### src/sv/assert_macros.svh
// ----------------------------------------------------------------------------
// assert_macros.svh
// Assertion shorthands for the execute unit. Each use expects clk and rst_n
// in scope; checks are off while reset is held.
// ----------------------------------------------------------------------------
`ifndef ASSERT_MACROS_SVH
`define ASSERT_MACROS_SVH

// Same-cycle implication.
`define SBEU_ASSERT_NOW(lbl, ante, cons, msg) \
    lbl: assert property (@(posedge clk) disable iff (!rst_n) (ante) |-> (cons)) \
        else $error(msg);

// Next-cycle implication.
`define SBEU_ASSERT_NEXT(lbl, ante, cons, msg) \
    lbl: assert property (@(posedge clk) disable iff (!rst_n) (ante) |=> (cons)) \
        else $error(msg);

`endif

### src/sv/sbeu_pkg.sv
// ----------------------------------------------------------------------------
// sbeu_pkg
// Shared widths, opcodes, error codes and controller/datapath link types.
// ----------------------------------------------------------------------------
package sbeu_pkg;

    localparam int DATA_W  = 32;
    localparam int OP_W    = 6;
    localparam int LIDX_W  = 8;
    localparam int BADDR_W = 12;
    localparam int CNT_W   = 8;
    localparam int RADDR_W = 24;
    localparam int ERR_W   = 3;

    localparam int VALUE_DEPTH_DEF   = 2048;
    localparam int FRAME_DEPTH_DEF   = 128;
    localparam int BYTE_MEM_SIZE_DEF = 4096;

    localparam logic [OP_W-1:0] OP_RET       = 6'd0;
    localparam logic [OP_W-1:0] OP_RET32     = 6'd1;
    localparam logic [OP_W-1:0] OP_PUSH      = 6'd2;
    localparam logic [OP_W-1:0] OP_CALL      = 6'd3;
    localparam logic [OP_W-1:0] OP_PUSHLOCAL = 6'd4;
    localparam logic [OP_W-1:0] OP_ADD       = 6'd5;
    localparam logic [OP_W-1:0] OP_SUB       = 6'd6;
    localparam logic [OP_W-1:0] OP_MUL       = 6'd7;
    localparam logic [OP_W-1:0] OP_DIV       = 6'd8;
    localparam logic [OP_W-1:0] OP_SETLOCAL  = 6'd9;
    localparam logic [OP_W-1:0] OP_LPOSTINC  = 6'd10;
    localparam logic [OP_W-1:0] OP_LPREINC   = 6'd11;
    localparam logic [OP_W-1:0] OP_LPOSTDEC  = 6'd12;
    localparam logic [OP_W-1:0] OP_LPREDEC   = 6'd13;
    localparam logic [OP_W-1:0] OP_MEMSET8   = 6'd14;
    localparam logic [OP_W-1:0] OP_MEMPUSH8  = 6'd15;
    localparam logic [OP_W-1:0] OP_PUSHADDR  = 6'd16;
    localparam logic [OP_W-1:0] OP_IF        = 6'd17;
    localparam logic [OP_W-1:0] OP_JUMP      = 6'd18;
    localparam logic [OP_W-1:0] OP_NOT       = 6'd19;
    localparam logic [OP_W-1:0] OP_LT        = 6'd20;
    localparam logic [OP_W-1:0] OP_GT        = 6'd21;
    localparam logic [OP_W-1:0] OP_EQ        = 6'd22;
    localparam logic [OP_W-1:0] OP_LE        = 6'd23;
    localparam logic [OP_W-1:0] OP_GE        = 6'd24;
    localparam logic [OP_W-1:0] OP_NE        = 6'd25;
    localparam logic [OP_W-1:0] OP_MPOSTINC  = 6'd26;
    localparam logic [OP_W-1:0] OP_MPREINC   = 6'd27;
    localparam logic [OP_W-1:0] OP_POP       = 6'd28;
    localparam logic [OP_W-1:0] OP_MPOSTDEC  = 6'd29;
    localparam logic [OP_W-1:0] OP_MPREDEC   = 6'd30;
    localparam logic [OP_W-1:0] OP_LAND      = 6'd31;
    localparam logic [OP_W-1:0] OP_LOR       = 6'd32;
    localparam logic [OP_W-1:0] OP_START     = 6'd33;

    localparam logic [ERR_W-1:0] ERR_NONE   = 3'd0;
    localparam logic [ERR_W-1:0] ERR_STACK  = 3'd1;
    localparam logic [ERR_W-1:0] ERR_DIV0   = 3'd2;
    localparam logic [ERR_W-1:0] ERR_FRAME  = 3'd3;
    localparam logic [ERR_W-1:0] ERR_OPCODE = 3'd4;

    typedef struct packed {
        logic load;
        logic rd_sec;
        logic check;
        logic div_start;
        logic exec;
        logic wr1;
        logic wr2;
        logic top_cap;
        logic out_load;
    } sbeu_cmd_t;

    typedef struct packed {
        logic err;
        logic is_div;
        logic two_wr;
        logic div_done;
        logic out_free;
        logic clr_busy;
    } sbeu_status_t;

endpackage

### src/sv/sbeu_ctrl.sv
// ----------------------------------------------------------------------------
// sbeu_ctrl
// Step sequencer: read operands, check, divide if needed, execute, write back
// (both skipped when the check faults), read new top, load the result.
module sbeu_ctrl (
    input  logic                   clk,
    input  logic                   rst_n,
    input  logic                   valid,
    output logic                   ready,
    input  sbeu_pkg::sbeu_status_t status,
    output sbeu_pkg::sbeu_cmd_t    cmd
);
    import sbeu_pkg::*;

    localparam logic [3:0] S_IDLE     = 4'd0;
    localparam logic [3:0] S_RD_TOP   = 4'd1;
    localparam logic [3:0] S_RD_SEC   = 4'd2;
    localparam logic [3:0] S_CHECK    = 4'd3;
    localparam logic [3:0] S_DIV_GO   = 4'd4;
    localparam logic [3:0] S_DIV_WAIT = 4'd5;
    localparam logic [3:0] S_EXEC     = 4'd6;
    localparam logic [3:0] S_WR1      = 4'd7;
    localparam logic [3:0] S_WR2      = 4'd8;
    localparam logic [3:0] S_TOP_RD   = 4'd9;
    localparam logic [3:0] S_TOP_CAP  = 4'd10;
    localparam logic [3:0] S_DONE     = 4'd11;

    logic [3:0] state_reg, state_next;
    logic       accept;

    assign ready  = (state_reg == S_IDLE) && !status.clr_busy;
    assign accept = valid && ready;

    always_comb
    begin
        state_next = state_reg;
        cmd        = '0;
        unique case (state_reg)
            S_IDLE:
                if (accept)
                begin
                    cmd.load   = 1'b1;
                    state_next = S_RD_TOP;
                end
            S_RD_TOP:
                state_next = S_RD_SEC;
            S_RD_SEC:
            begin
                cmd.rd_sec = 1'b1;
                state_next = S_CHECK;
            end
            S_CHECK:
            begin
                cmd.check = 1'b1;
                if (status.err)
                    state_next = S_TOP_RD;
                else if (status.is_div)
                    state_next = S_DIV_GO;
                else
                    state_next = S_EXEC;
            end
            S_DIV_GO:
            begin
                cmd.div_start = 1'b1;
                state_next    = S_DIV_WAIT;
            end
            S_DIV_WAIT:
                if (status.div_done)
                    state_next = S_EXEC;
            S_EXEC:
            begin
                cmd.exec   = 1'b1;
                state_next = S_WR1;
            end
            S_WR1:
            begin
                cmd.wr1    = 1'b1;
                state_next = status.two_wr ? S_WR2 : S_TOP_RD;
            end
            S_WR2:
            begin
                cmd.wr2    = 1'b1;
                state_next = S_TOP_RD;
            end
            S_TOP_RD:
                state_next = S_TOP_CAP;
            S_TOP_CAP:
            begin
                cmd.top_cap = 1'b1;
                state_next  = S_DONE;
            end
            S_DONE:
                if (status.out_free)
                begin
                    cmd.out_load = 1'b1;
                    state_next   = S_IDLE;
                end
            default:
                state_next = S_IDLE;
        endcase
    end

    always_ff @(posedge clk or negedge rst_n)
    begin
        if (!rst_n)
        begin
            state_reg <= S_IDLE;
        end
        else
        begin
            state_reg <= state_next;
        end
    end
endmodule

### config.mk
export PLATFORM = sky130hd
export DESIGN_NAME = sbeu_ctrl
export DESIGN_NICKNAME = d
export VERILOG_FILES = /design/src/sv/assert_macros.svh /design/src/sv/sbeu_pkg.sv /design/src/sv/sbeu_ctrl.sv
export SDC_FILE = /design/constraint.sdc
export NUM_CORES = 1
export LEC_CHECK = 0
export BUFFER_PORTS_ARGS = -buffer_cell sky130_fd_sc_hd__clkbuf_2
export CAP_MARGIN = 0
export CORE_AREA = 3 3 40 42
export CTS_CLUSTER_SIZE = 12
export DETAILED_ROUTE_END_ITERATION = 10
export DIE_AREA = 0 0 43 45
export GPL_ROUTABILITY_DRIVEN = 0
export GPL_TIMING_DRIVEN = 0
export PLACE_DENSITY = 0.62
export SLEW_MARGIN = 20
export SYNTH_ARGS = -nofsm -noshare
export SYNTH_HDL_FRONTEND = slang
export SYNTH_SLANG_ARGS = --single-unit
### constraint.sdc
create_clock -name clk -period 1.3 [get_ports clk]
set_input_delay 0.13 -clock clk [delete_from_list [all_inputs] [get_ports clk]]
set_output_delay 0.13 -clock clk [all_outputs]
set_load 0.05 [all_outputs]
==> results.json, run 1 <==
{
  "drc_errors": 0,
  "die_w_um": 43,
  "cp-startpoint": "state_reg[2]",
  "rr_worst_depth": 5,
  "place_ws_ns": -0.307,
  "antenna_found_initial": 0,
  "drtAntennaViolNets": 0,
  "use_met3": 0.0239,
  "reg2reg_from": "state_reg[2]",
  "grt_use_met2": 0.195,
  "status": "finished with violations",
  "drtIter0Drc": 7,
  "finalSetupTns_ns": -3.32,
  "critPathBufInv": 2,
  "start_kind": "register",
  "cellPowerDensity_mw_per_mm2": 2830,
  "power.leakage_uw": 0.000369,
  "numPortBuffers": 18,
  "dieArea_mm2": 0.00194,
  "grt_pass1_wl_um": 1790,
  "syn_area_um2": 368,
  "crit_type": "register to output port",
  "gr-usage-met1": 0.166,
  "setup_viol": 14,
  "first_global_vias": 412,
  "postPlaceCellArea_um2": 561,
  "htreeDepth": 1,
  "synth.largest_area_cell": "dfrtp_1",
  "final_nets": 89,
  "period_share": 1.32,
  "post_drt_wl_per_cell_um": 14.0,
  "end_kind": "output port",
  "required_ns": 1.17,
  "fmax_mhz": 582,
  "core_mm2": 0.00128,
  "drv_slew": 0,
  "ys_warn_count": 0,
  "violations": "negative setup slack",
  "top_usage_layer": "met2",
  "synthToLayoutAreaGrowth_pct": 117,
  "tritoncts": "built",
  "ys_ff_latch": 4,
  "grt_usage": 0.126,
  "avgSynthCellArea_um2": 7.66,
  "fin_skew_ns": 0.000469,
  "synthArstFlopShare": 1.00,
  "clkTransAtPathRegs_ns": 0.04,
  "vdd_drop_max_mv": 1.33,
  "drive_gt1_frac": 0.654,
  "synth_most_common_cell": "nor2_1",
  "regToRegSetupSlack_ns": -0.21,
  "syn_inst": 48,
  "worst_slack_ns": -0.419,
  "ys_types": 25,
  "rsz0062_at_grt": "yes",
  "ys_top_cells_by_count": "nor2_1, nor3_1, dfrtp_1",
  "dp_hpwl_um": 779,
  "slew_headroom": 0.794,
  "pin_count": 19,
  "start_util": 0.286,
  "cts.sinks": 4,
  "synth_top_cells_by_area": "dfrtp_1, nor2_1, nor3_1",
  "via_per_inst": 5.10,
  "fin_area_um2": 798,
  "max-cap-violations": 0,
  "fin_crit_ns": 1.72,
  "routed_wl_um": 1300,
  "vias": 474,
  "dr.pass1.iters": 4,
  "grt-ovfl-total": 0,
  "synth_edf_count": 0,
  "tightest_slew_ns": 0.309,
  "timing.final.hold_violations": 0,
  "dieHeight_um": 45,
  "synth_top_area_frac": 0.272,
  "crit_family": "simple AND/OR/NAND/NOR gates",
  "grt_max_degree": 11,
  "ys_seq_area_frac": 0.272,
  "cpPeakStageDelay_ns": 0.57,
  "r2r-end": "state_reg[0]",
  "crit_slowest_cell": "or4_4",
  "synth_flop_cell": "dfrtp_1",
  "syn-num-nets": 57,
  "num-fill-cells": 112,
  "worstSkewPairLatency_ns": 0.23,
  "crit_chain": "buf_6, or4_4, nor2_4, buf_8",
  "cts_root_buffer": "clkbuf_4",
  "n_antenna_cell": 0,
  "hold_path_class": "input port to async pin",
  "rows": 13,
  "cts_buffers": 3,
  "arrival_ns": 1.59,
  "clock_path_buffers": 2,
  "crit_path_max_fanout": 3,
  "largest_register_ffs": 4
}
-- where the power goes --
group / leakage [µW] / internal, µW / total [µW] / switching, µW
Combinational: 0.000306 / 843 / 1870 / 1030
Sequential: 0.0000499 / 192 / 241 / 49.1
Clock: 0.0000138 / 103 / 148 / 44.7
Total: 0.000369 / 1140 / 2260 / 1120
-- kinds of logic (layout without fill, tap and decap cells) --
group	Yosys count	count (layout)	share of synthesized area
and+or+nand+nor	24	24	0.347
AOI/OAI and AO/OA	13	13	0.255
buffers and inverters	7	37	0.126
DFF	4	4	0.272
-- cell usage in the layout, fill, tap and decap left out, types with 2 or more instances in the layout --
cell type,count
a21o_1,2
nand2_1,2
nor2_4,4
clkbuf_8,2
clkbuf_4,3
clkbuf_2,8
nand2b_1,2
buf_6,7
nor3_4,5
buf_4,6
inv_1,2
buf_8,7
a21oi_1,3
dfrtp_1,4
nor2_1,2
-- layout make-up --
| cell class | instances | area (µm²) | area share |
|---|---|---|---|
| plain buffers | 4 | 41.3 | 0.0517 |
| clock buffers | 3 | 22.5 | 0.0282 |
| inverters | 3 | 11.3 | 0.0141 |
| multi-input cells | 37 | 339 | 0.425 |
| flip-flops and latches | 4 | 100 | 0.125 |
| well taps | 15 | 18.8 | 0.0235 |
| repair buffers | 27 | 265 | 0.332 |
-- how the worst max path moves through the flow --
stage / end / slack (ns) / cells past startpoint
floorplan: state_reg[2] / -0.20 / 5
global placement: cmd[8] / -0.30 / 4
detailed placement: cmd[8] / -0.31 / 4
CTS: cmd[8] / -0.43 / 4
global route: ready / -0.46 / 4
finish: ready / -0.42 / 4
-- stage by stage --
step / power, µW / instances / util / hold WS, ns
6_report: 2260 / 93 / 0.621 / 0.230
5_1_grt: 2390 / 93 / 0.621 / 0.241
4_1_cts: 1980 / 89 / 0.558 / 0.222
3_5_place_dp: 1540 / 81 / 0.436 / -0.0633
3_3_place_gp: 1540 / 81 / 0.436 / -0.0642
2_1_floorplan: 1330 / 48 / - / -0.166
-- what timing repair did --
item	CTS	global route
gates resized for setup	24	19
setup buffers	4	4
endpoints found under the hold margin	4	0
hold buffers	1	0
pin swaps	2	4
endpoints found under the setup margin	14	14
-- routing by layer --
layer	up-vias	share of wire
met5	-	0
met4	0	0.011
met3	3	0.030
met2	12	0.54
met1	224	0.42
li1	235	-
No activity file was read; power rests on OpenSTA's default activity.
==> run 2: changes to the inputs <==
--- a/config.mk
+++ b/config.mk
@@ -14,6 +14,7 @@
 export GPL_ROUTABILITY_DRIVEN = 0
 export GPL_TIMING_DRIVEN = 0
 export PLACE_DENSITY = 0.62
+export SETUP_SLACK_MARGIN = 0.4
 export SLEW_MARGIN = 20
 export SYNTH_ARGS = -nofsm -noshare
 export SYNTH_HDL_FRONTEND = slang
==> run 2 against run 1 <==
- the flow still finishes with violations (negative setup slack)
- first-iteration DRC count grew to 3.0 times the previous value
- global-route usage is 1.0 points higher
- sequential share of layout area is 0.86 points lower
- critical path type unchanged
- core utilization is 4.6 points higher
- largest cell class unchanged
==> results.json, run 2 (synthesis results as in run 1) <==
{
  "timing.final.hold_violations": 0,
  "dr.pass1.iters": 4,
  "crit_type": "register to output port",
  "rows": 13,
  "grt_usage": 0.136,
  "numPortBuffers": 18,
  "cts_root_buffer": "clkbuf_4",
  "power.leakage_uw": 0.000393,
  "fin_crit_ns": 1.71,
  "reg2reg_from": "state_reg[2]",
  "p_total_uw": 2470,
  "post_drt_wl_per_cell_um": 14.2,
  "pin_count": 19,
  "via_per_inst": 5.20,
  "drc_errors": 0,
  "dieArea_mm2": 0.00194,
  "crit_chain": "buf_6, or4_4, nor2_4, buf_8",
  "p_sw_uw": 1200,
  "drv_slew": 0,
  "clock_path_buffers": 2,
  "htreeDepth": 1,
  "hold_slack_ns": 0.241,
  "vias": 504,
  "crit_path_max_fanout": 2,
  "slew_headroom": 0.701,
  "drtIter0Drc": 21,
  "arrival_ns": 1.58,
  "hold_path_class": "input port to async pin",
  "postPlaceCellArea_um2": 558,
  "status": "finished with violations",
  "fin_area_um2": 857,
  "drtAntennaViolNets": 0,
  "grt-ovfl-total": 0,
  "dieHeight_um": 45,
  "num-fill-cells": 109,
  "multi_input_area_um2": 352,
  "period_share": 1.32,
  "start_util": 0.286,
  "cpPeakStageDelay_ns": 0.56,
  "final_cell_mix": "buf_8, buf_4, clkbuf_2",
  "fmax_mhz": 585,
  "antenna_found_initial": 0,
  "clkTransAtPathRegs_ns": 0.04,
  "pwr-share-comb": 0.846,
  "rr_worst_depth": 6,
  "synthToLayoutAreaGrowth_pct": 133,
  "p_clk_frac": 0.060,
  "grt_pass1_wl_um": 1950,
  "core_mm2": 0.00128,
  "required_ns": 1.17,
  "die_w_um": 43,
  "tritoncts": "built",
  "seqCellArea_um2": 100,
  "tightest_slew_ns": 0.442,
  "routed_wl_um": 1380,
  "critPathBufInv": 2,
  "max-cap-violations": 0,
  "cell_internal_pwr_uw": 1260,
  "cts.sinks": 4,
  "violations": "negative setup slack",
  "first_global_vias": 449,
  "fin_skew_ns": 0.00199,
  "worst_slack_ns": -0.410,
  "final_common_cell": "buf_8",
  "r2r-end": "state_reg[0]",
  "end_kind": "output port",
  "drive_gt1_frac": 0.659,
  "crit_family": "simple AND/OR/NAND/NOR gates",
  "n_antenna_cell": 0,
  "final_nets": 93,
  "largest_register_ffs": 4,
  "swShare": 0.487,
  "dp_hpwl_um": 762,
  "post-route-util": 0.667,
  "setup_viol": 14,
  "cts_buffers": 3,
  "worstSkewPairLatency_ns": 0.23,
  "regToRegSetupSlack_ns": -0.37,
  "share_seq_of_total_power": 0.094,
  "grt_max_degree": 11,
  "start_kind": "register",
  "vdd_drop_max_mv": 1.43,
  "cellPowerDensity_mw_per_mm2": 2880,
  "rsz0062_at_grt": "yes",
  "crit_slowest_cell": "or4_4"
}
run 2: layout make-up:
| type | instances | share of cell area |
|---|---|---|
| Buffer | 4 | 0.0482 |
| Clock buffer | 3 | 0.0263 |
| Inverter | 3 | 0.0161 |
| Multi-Input combinational cell | 37 | 0.410 |
| Sequential cell | 4 | 0.117 |
| Tap cell | 15 | 0.0219 |
| Timing Repair Buffer | 31 | 0.361 |
run 2: how the worst max path moves through the flow:
| stage | startpoint | endpoint | slack, ns | depth (start not counted) |
|---|---|---|---|---|
| floorplan | state_reg[1] | cmd[8] | -0.20 | 3 |
| global placement | state_reg[1] | ready | -0.29 | 4 |
| detailed placement | state_reg[1] | cmd[8] | -0.30 | 4 |
| CTS | state_reg[2] | cmd[8] | -0.42 | 4 |
| global route | state_reg[2] | cmd[8] | -0.45 | 4 |
| finish | state_reg[0] | cmd[8] | -0.41 | 4 |
run 2: per-layer routing:
layer	global-route usage	wire length [µm]
met2	0.243	770
met1	0.154	511
met5	0	0
met3	0.0279	56
met4	0.0723	40
run 2: power by group through the flow:
stage / combinational (µW) / clock, µW / sequential, µW
floorplan: 1090 / 0 / 232
global placement: 1290 / 0 / 241
detailed placement: 1300 / 0 / 241
CTS: 1730 / 158 / 232
global route: 2200 / 161 / 238
finish: 2090 / 148 / 232
run 2: what timing repair did:
action / 4_1_cts / 5_1_grt
hold endpoints to repair: 4 / 0
pin swaps: 6 / 8
setup endpoints to repair: 14 / 14
buffers inserted: 9 / 3
hold buffers: 1 / 0
gates resized for setup: 27 / 21
run 2: metrics by stage:
stage / setup slack, ns / cells / TNS, ns
floorplan: -0.198 / 48 / -1.32
global placement: -0.291 / 81 / -1.35
detailed placement: -0.297 / 81 / -1.48
CTS: -0.416 / 94 / -3.34
global route: -0.451 / 97 / -4.35
finish: -0.410 / 97 / -3.67
